===== src/scr_pkg.sv =====
package scr_pkg;

    // card set geometry
    localparam int SUIT_COUNT = 4;
    localparam int RANK_BITS  = 13;
    localparam int GROUP_BITS = 16;
    localparam int MASK_W     = SUIT_COUNT * GROUP_BITS;
    localparam int CODE_N     = SUIT_COUNT * RANK_BITS;

    // colex rank width and the number of binomial columns k that can add a term
    localparam int RANK_W     = 27;
    localparam int K_N        = RANK_BITS + 1;
    localparam int K_IDX_W    = $clog2(K_N);
    localparam int CNT_W      = $clog2(CODE_N + 1);

    // sets above this many cards report overflow with rank 0
    localparam int MAX_CARDS  = 7;

    typedef logic [RANK_BITS-1:0] suit_t;
    typedef logic [RANK_W-1:0]    rank_t;
    typedef logic [CNT_W-1:0]     cnt_t;

    // word carried down the rank pipeline
    typedef struct packed {
        suit_t [SUIT_COUNT-1:0] suit;
        cnt_t                   cnt;
        rank_t                  acc;
    } word_t;

    typedef logic [CODE_N-1:0][K_N-1:0][RANK_W-1:0] binom_tbl_t;

    // pascal triangle C(n,k) mod 2^RANK_W, C(n,k) = 0 for k > n
    function automatic binom_tbl_t build_binom();
        binom_tbl_t t;
        t = '0;
        for (int n = 0; n < CODE_N; n++)
        begin
            t[n][0] = RANK_W'(1);
            for (int k = 1; k < K_N; k++)
            begin
                if (n > 0)
                begin
                    t[n][k] = t[n-1][k-1] + t[n-1][k];
                end
            end
        end
        return t;
    endfunction

    localparam binom_tbl_t BINOM = build_binom();

endpackage


===== src/suit_canonical_colex_rank_unit.sv =====
// Suit-canonical colex ranking. Each word on card_mask (16 bits per suit, ranks
// in bits 0..12, bits 13..15 ignored) has its four suit masks sorted largest first
// into canonical_mask, and colex_rank is the sum of C(code, i+1) over the sorted
// card codes rank+13*suit. Sets with more than MAX_CARDS cards raise
// too_many_cards and give rank 0. The block takes one word per cycle unless a
// result waits on out_ready, and holds each result in the output register. There
// are 15 register stages: two for the suit sorting network, three per suit for
// binomial lookup, partial sums and accumulation, and the output register. The
// whole pipeline holds while a result waits on out_ready.
module suit_canonical_colex_rank_unit
    import scr_pkg::*;
(
    input  logic              clk,
    input  logic              rst_n,
    input  logic              in_valid,
    output logic              in_ready,
    input  logic [MASK_W-1:0] card_mask,
    output logic              out_valid,
    input  logic              out_ready,
    output logic [RANK_W-1:0] colex_rank,
    output logic [MASK_W-1:0] canonical_mask,
    output logic              too_many_cards
);

    logic                  adv;
    logic [SUIT_COUNT:0]   v_chain;
    word_t [SUIT_COUNT:0]  w_chain;
    logic                  out_valid_reg;
    rank_t                 rank_next;
    rank_t                 rank_reg;
    logic [MASK_W-1:0]     canon_next;
    logic [MASK_W-1:0]     canon_reg;
    logic                  over_next;
    logic                  over_reg;

    // the pipeline moves whenever the output register is free or being taken
    assign adv      = !out_valid_reg || out_ready;
    assign in_ready = adv;

    scr_sort u_sort (
        .clk       (clk),
        .rst_n     (rst_n),
        .adv       (adv),
        .in_valid  (in_valid),
        .card_mask (card_mask),
        .out_valid (v_chain[0]),
        .out_word  (w_chain[0])
    );

    // one rank section per canonical suit, lowest codes first
    for (genvar s = 0; s < SUIT_COUNT; s++)
    begin : g_suit
        scr_suit #(
            .SUIT (s)
        ) u_suit (
            .clk       (clk),
            .rst_n     (rst_n),
            .adv       (adv),
            .in_valid  (v_chain[s]),
            .in_word   (w_chain[s]),
            .out_valid (v_chain[s+1]),
            .out_word  (w_chain[s+1])
        );
    end

    // result word
    always_comb
    begin
        over_next = w_chain[SUIT_COUNT].cnt > CNT_W'(MAX_CARDS);
        rank_next = over_next ? '0 : w_chain[SUIT_COUNT].acc;
        canon_next = '0;
        for (int s = 0; s < SUIT_COUNT; s++)
        begin
            canon_next[s*GROUP_BITS +: RANK_BITS] = w_chain[SUIT_COUNT].suit[s];
        end
    end

    always_ff @(posedge clk or negedge rst_n)
    begin
        if (!rst_n)
        begin
            out_valid_reg <= 1'b0;
        end
        else if (adv)
        begin
            out_valid_reg <= v_chain[SUIT_COUNT];
        end
    end

    always_ff @(posedge clk)
    begin
        if (adv)
        begin
            rank_reg  <= rank_next;
            canon_reg <= canon_next;
            over_reg  <= over_next;
        end
    end

    assign out_valid      = out_valid_reg;
    assign colex_rank     = rank_reg;
    assign canonical_mask = canon_reg;
    assign too_many_cards = over_reg;

endmodule


===== src/scr_sort.sv =====
module scr_sort
    import scr_pkg::*;
(
    input  logic              clk,
    input  logic              rst_n,
    input  logic              adv,
    input  logic              in_valid,
    input  logic [MASK_W-1:0] card_mask,
    output logic              out_valid,
    output word_t             out_word
);

    suit_t [SUIT_COUNT-1:0] s1_next;
    suit_t [SUIT_COUNT-1:0] s1_reg;
    logic                   v1_reg;
    word_t                  w2_next;
    word_t                  w2_reg;
    logic                   v2_reg;

    // first two layers of the four-input sorting network, largest first
    always_comb
    begin
        suit_t a0;
        suit_t a1;
        suit_t a2;
        suit_t a3;
        suit_t b0;
        suit_t b1;
        suit_t b2;
        suit_t b3;
        a0 = card_mask[0*GROUP_BITS +: RANK_BITS];
        a1 = card_mask[1*GROUP_BITS +: RANK_BITS];
        a2 = card_mask[2*GROUP_BITS +: RANK_BITS];
        a3 = card_mask[3*GROUP_BITS +: RANK_BITS];
        b0 = (a0 < a1) ? a1 : a0;
        b1 = (a0 < a1) ? a0 : a1;
        b2 = (a2 < a3) ? a3 : a2;
        b3 = (a2 < a3) ? a2 : a3;
        s1_next[0] = (b0 < b2) ? b2 : b0;
        s1_next[2] = (b0 < b2) ? b0 : b2;
        s1_next[1] = (b1 < b3) ? b3 : b1;
        s1_next[3] = (b1 < b3) ? b1 : b3;
    end

    // last layer swaps the middle pair
    always_comb
    begin
        w2_next.suit[0] = s1_reg[0];
        w2_next.suit[3] = s1_reg[3];
        w2_next.suit[1] = (s1_reg[1] < s1_reg[2]) ? s1_reg[2] : s1_reg[1];
        w2_next.suit[2] = (s1_reg[1] < s1_reg[2]) ? s1_reg[1] : s1_reg[2];
        w2_next.cnt     = '0;
        w2_next.acc     = '0;
    end

    always_ff @(posedge clk or negedge rst_n)
    begin
        if (!rst_n)
        begin
            v1_reg <= 1'b0;
            v2_reg <= 1'b0;
        end
        else if (adv)
        begin
            v1_reg <= in_valid;
            v2_reg <= v1_reg;
        end
    end

    always_ff @(posedge clk)
    begin
        if (adv)
        begin
            s1_reg <= s1_next;
            w2_reg <= w2_next;
        end
    end

    assign out_valid = v2_reg;
    assign out_word  = w2_reg;

endmodule


===== src/scr_suit.sv =====
module scr_suit
    import scr_pkg::*;
#(
    parameter int SUIT = 0
)
(
    input  logic  clk,
    input  logic  rst_n,
    input  logic  adv,
    input  logic  in_valid,
    input  word_t in_word,
    output logic  out_valid,
    output word_t out_word
);

    localparam int PART_N = (RANK_BITS + 3) / 4;

    rank_t [RANK_BITS-1:0] term_next;
    rank_t [RANK_BITS-1:0] term_reg;
    word_t                 wa_reg;
    logic                  va_reg;
    rank_t [PART_N-1:0]    part_next;
    rank_t [PART_N-1:0]    part_reg;
    word_t                 wb_reg;
    logic                  vb_reg;
    word_t                 wc_next;
    word_t                 wc_reg;
    logic                  vc_reg;

    // one lane per rank: C(code, cards below + 1) from the table row of this suit
    always_comb
    begin
        suit_t              m;
        suit_t              low;
        logic [CNT_W:0]     k;
        m = in_word.suit[SUIT];
        for (int r = 0; r < RANK_BITS; r++)
        begin
            low = suit_t'((RANK_BITS'(1) << r) - RANK_BITS'(1));
            k = (CNT_W+1)'(in_word.cnt) + (CNT_W+1)'($countones(m & low))
                + (CNT_W+1)'(1);
            if (m[r] && k < (CNT_W+1)'(K_N))
            begin
                term_next[r] = BINOM[SUIT*RANK_BITS + r][k[K_IDX_W-1:0]];
            end
            else
            begin
                term_next[r] = '0;
            end
        end
    end

    // partial sums over groups of four lanes
    always_comb
    begin
        for (int g = 0; g < PART_N; g++)
        begin
            part_next[g] = '0;
            for (int j = 0; j < 4; j++)
            begin
                if (4*g + j < RANK_BITS)
                begin
                    part_next[g] = part_next[g] + term_reg[4*g + j];
                end
            end
        end
    end

    // fold partials into the running rank and count this suit's cards
    always_comb
    begin
        wc_next     = wb_reg;
        wc_next.cnt = wb_reg.cnt + CNT_W'($countones(wb_reg.suit[SUIT]));
        wc_next.acc = wb_reg.acc;
        for (int g = 0; g < PART_N; g++)
        begin
            wc_next.acc = wc_next.acc + part_reg[g];
        end
    end

    always_ff @(posedge clk or negedge rst_n)
    begin
        if (!rst_n)
        begin
            va_reg <= 1'b0;
            vb_reg <= 1'b0;
            vc_reg <= 1'b0;
        end
        else if (adv)
        begin
            va_reg <= in_valid;
            vb_reg <= va_reg;
            vc_reg <= vb_reg;
        end
    end

    always_ff @(posedge clk)
    begin
        if (adv)
        begin
            term_reg <= term_next;
            wa_reg   <= in_word;
            part_reg <= part_next;
            wb_reg   <= wa_reg;
            wc_reg   <= wc_next;
        end
    end

    assign out_valid = vc_reg;
    assign out_word  = wc_reg;

endmodule


===== config.mk =====
export PLATFORM = sky130hd
export DESIGN_NAME = suit_canonical_colex_rank_unit
export DESIGN_NICKNAME = d
export VERILOG_FILES = /design/src/scr_pkg.sv /design/src/suit_canonical_colex_rank_unit.sv /design/src/scr_sort.sv /design/src/scr_suit.sv
export SDC_FILE = /design/constraint.sdc
export NUM_CORES = 2
export LEC_CHECK = 0
export ABC_AREA = 1
export ABC_CLOCK_PERIOD_IN_PS = 153600
export BUFFER_PORTS_ARGS = -buffer_cell sky130_fd_sc_hd__buf_2
export CAP_MARGIN = 20
export CORE_MARGIN = 4
export CORE_UTILIZATION = 30
export CTS_CLUSTER_DIAMETER = 60
export DETAILED_ROUTE_END_ITERATION = 10
export PLACE_DENSITY_LB_ADDON = 0.08
export SYNTH_ARGS = -nofsm -noshare
export SYNTH_HDL_FRONTEND = slang
export SYNTH_SLANG_ARGS = --single-unit

===== constraint.sdc =====
create_clock -name clk -period 153.6 [get_ports clk]
set_input_delay 30.72 -clock clk [delete_from_list [all_inputs] [get_ports clk]]
set_output_delay 30.72 -clock clk [all_outputs]
set_load 0.02 [all_outputs]

==> summary.md <==
| Metric | Value |
|---|---|
| Status | finished, final reports clean |
| Later-pin clock latency in the skew report | 0.93 ns |
| Synthesized area | ~130000 um^2 |
| Fin nets | between 10000 and 15000 |
| Crit Path Class | input pin to output pin |
| Setup TNS | 0 ns |
| CTS Buf Count | 332 |
| Global route overflow | 0 |
| Most common cell after layout, fill and taps aside | edfxtp_1 |
| Synth cell types | 85 |
| Die H | 673 um |
| Share of Yosys cell area claimed by the top area cell type | approximately 54% |
| Ys async rst share | less than 1% |
| Post-DP HPWL | around 300000 um |
| Crit start category | input pin |
| Adder-Cell Fraction of Synth Area | 20.6% |
| GP Congestion | 0.887 |
| # Post-CTS Setup Buffers | 0 |
| Die width | approximately 670 um |
| Number of global-route vias before repair | around 85000 |
| Compound-Gate Fraction of Synth Area | 8.00% |
| Post-synthesis mux area share | less than 1% |
| Tmin final | 62.28 ns |
| Post-DR vias/cell | 4.67 |
| DRT Pass-1 Iters | 6 |
| Count of pins over their slew limit | 0 |
| MaxCap Viol Count | 0 |
| Worst setup EP type | output pin |
| WP buf/inv | 3 |
| Num Clock Sinks | 2386 |
| Initial antenna violation count | 16 |
| Cell mode on critical path | buf_2 |
| Clk root buf | clkbuf_16 |
| Synth warn | 0 |
| Global Route Usage Sum | between 10% and 20% |
| CP Cell Sequence | buf_2, inv_1, nand2_4, buf_2 |
| Sequential share of the synthesized area | a little over half |
| R2R setup slack | approximately 150 ns |
| CP max FO | 13 |
| Top_reg_cell synth | edfxtp_1 |
| DRC | 0 |
| Final period util | approximately 41% |
| Layout cells sized above 1 | roughly 8.1% |
| Hold WS | a little under 0.4 ns |
| Slowest cell on the critical path | buf_2 |
| Final setup vio count | 0 |
| CTS Buffer Depth | 4 |
| Clk_skew | about 0.076 ns |
| CP Capture Point | in_ready |
| Main combinational cell family by area after synthesis | adder cells |
| Critical Path RT | approximately 120 ns |
| Avg Inst Size Synth | ~12 um^2 |
| Delay-heaviest family, CP | buffers and inverters |
| I/O pin cnt | 162 |
| Synth Area in XOR/XNOR | under 10% |
| #FFs+latches synth | around 2400 |
| Max reg flops | approximately 960 |
| Antenna Violating Nets Remaining | 0 |
| Core Region | 439000 um^2 |
| H-tree depth | 5 |
| Slew headroom | ~30% |
| CTS clk-pin slew, worst paths | roughly 0.06 ns |
| Post-cts sizing count | 0 |
| Port bufs | between 100 and 150 |
| Gate count after technology mapping | 11200 |
| Layout fillers | between 40000 and 50000 |
| Core Rows | roughly 240 |
| Number of synthesized flops with an enable pin | between 2000 and 2500 |
| First-pass GRT wire length | roughly 560000 um |
| Final hold viol count | 0 |
| Hold Path Class | flip-flop to flip-flop |
| Total wire length | between 300000 and 400000 um |
| Synth Area in Simple Gates | between 10% and 20% |
| Largest net degree at the start of global routing | around 160 |
| Most frequent cells in the layout | edfxtp_1, nand2_1, inv_1 |
| FF-to-FF Start | g_suit[1].u_suit.out_word[59] |
| Layout area overhead | 14.0% |
| DR WL/cell | 21.4 um |
| FF-to-FF path depth | 22 |
| WP data arrival | between 30 and 40 ns |
| Area leader, netlist | edfxtp_1 |
| Hold buffer count at cts | 0 |
| Initial DRC count | just over 6000 |
| CP peak stage delay | between 0.3 and 0.4 ns |
| Initial Util | between 30% and 40% |
| Dominant cells by area after synthesis | edfxtp_1, fa_1, ha_1, nand2_1, inv_1 |
| Peak Freq | about 0.016 GHz |
| Via Count | about 82000 |
| Die area | around 450000 um^2 |
| RSZ-0062 raised after global routing | false |
| Worst Max-Slew Pin Slew | ~1.0 ns |
| Critical Path Stages | 4 |
| Reg2reg end | g_suit[2].u_suit.term_reg[343] |
| CTS tree | done |
| CP startpoint | out_ready |
-- kinds of logic (layout without fill, tap and decap cells) --
kind of cell,count (synthesis),in the layout
and+or+nand+nor,3259,3259
DFF,2386,2386
AOI/OAI and AO/OA,1889,1889
other,1,16
buffers and inverters,1514,2112
muxes,9,9
adders and majority gates,1735,1735
xor gates and xnor gates,377,377
-- layer usage --
layer | routed length, um | track usage, % | part of all wire, %
met5 | 0 | 0 | 0
met4 | 14500 | 5.82 | 3.8
met3 | 13500 | 1.64 | 3.6
met2 | 186000 | 28.5 | 49
met1 | 163000 | 21.4 | 43
-- through the flow --
stage	util, %	instances	setup WS (ns)	instance area (um^2)
after global placement	31.9	17100	91.19	140000
after global routing	34.4	17700	91.25	151000
after detailed placement	31.9	17100	91.21	140000
after CTS	34.4	17700	91.21	151000
final	34.4	17700	91.32	151000
after floorplan	-	11200	27.97	133000
-- how the worst min path moves through the flow --
stage                                        from  slack, ns  cells after the start                            end
global placement      g_suit[0].u_suit.wb_reg[75]       0.40                      0  g_suit[0].u_suit.out_word[75]
finish                g_suit[0].u_suit.wb_reg[77]       0.39                      0  g_suit[0].u_suit.out_word[77]
CTS                   g_suit[0].u_suit.wb_reg[77]       0.40                      0  g_suit[0].u_suit.out_word[77]
global route          g_suit[1].u_suit.wb_reg[75]       0.40                      0  g_suit[1].u_suit.out_word[75]
floorplan           g_suit[3].u_suit.out_word[33]       0.40                      0              canonical_mask[0]
detailed placement  g_suit[3].u_suit.out_word[53]       0.40                      0             canonical_mask[23]
-- synth_stat cells (23+ instances only) --
master    instances
a21oi_1         873
ha_1            979
o21a_1           23
edfxtp_1       2371
buf_2            71
o21ai_1          61
clkbuf_1         86
o21bai_1         28
inv_2            50
o22ai_1          56
nand4_1          49
or2_2            59
a211oi_1         53
buf_4            30
fa_1            756
o21ai_0         531
inv_1          1247
a31oi_1          71
nand2_1        1673
a21o_1           42
xnor2_1         130
nand3_1         416
xor2_1          241
nor3_1          124
nor2_1          813
o211ai_1         27
a21oi_2          24
-- area by class of cell --
type                            count  area (um^2)  share of cell area (%)
Tap cell                         5880         7360                    4.86
Clock buffer                      387         8600                    5.68
Timing Repair Buffer              206         1250                   0.829
Antenna cell                        4         10.0                 0.00662
Sequential cell                  2386        71600                    47.3
Clock inverter                    209         2370                    1.57
Multi-Input combinational cell   7281        55200                    36.5
Inverter                         1310         4920                    3.25
-- worst register-to-register path, stage by stage (launching register included) --
cell,delay (ns)
edfxtp_1,0.35
buf_4,0.22
ha_1,0.63
ha_1,0.26
fa_1,0.53
fa_1,0.52
ha_1,0.41
inv_1,0.15
fa_1,0.54
inv_1,0.05
fa_1,0.50
ha_1,0.16
inv_1,0.05
fa_1,1.02
clkinv_1,0.65
ha_1,0.37
inv_1,0.09
o21ai_0,0.10
nor2_1,0.30
nand2_1,0.36
inv_1,0.29
nand2_1,0.14
o21ai_0,0.20
Power is left out: the tool's default activity adds up to more than one toggle a clock period on the data nets, which glitch-free logic cannot reach.
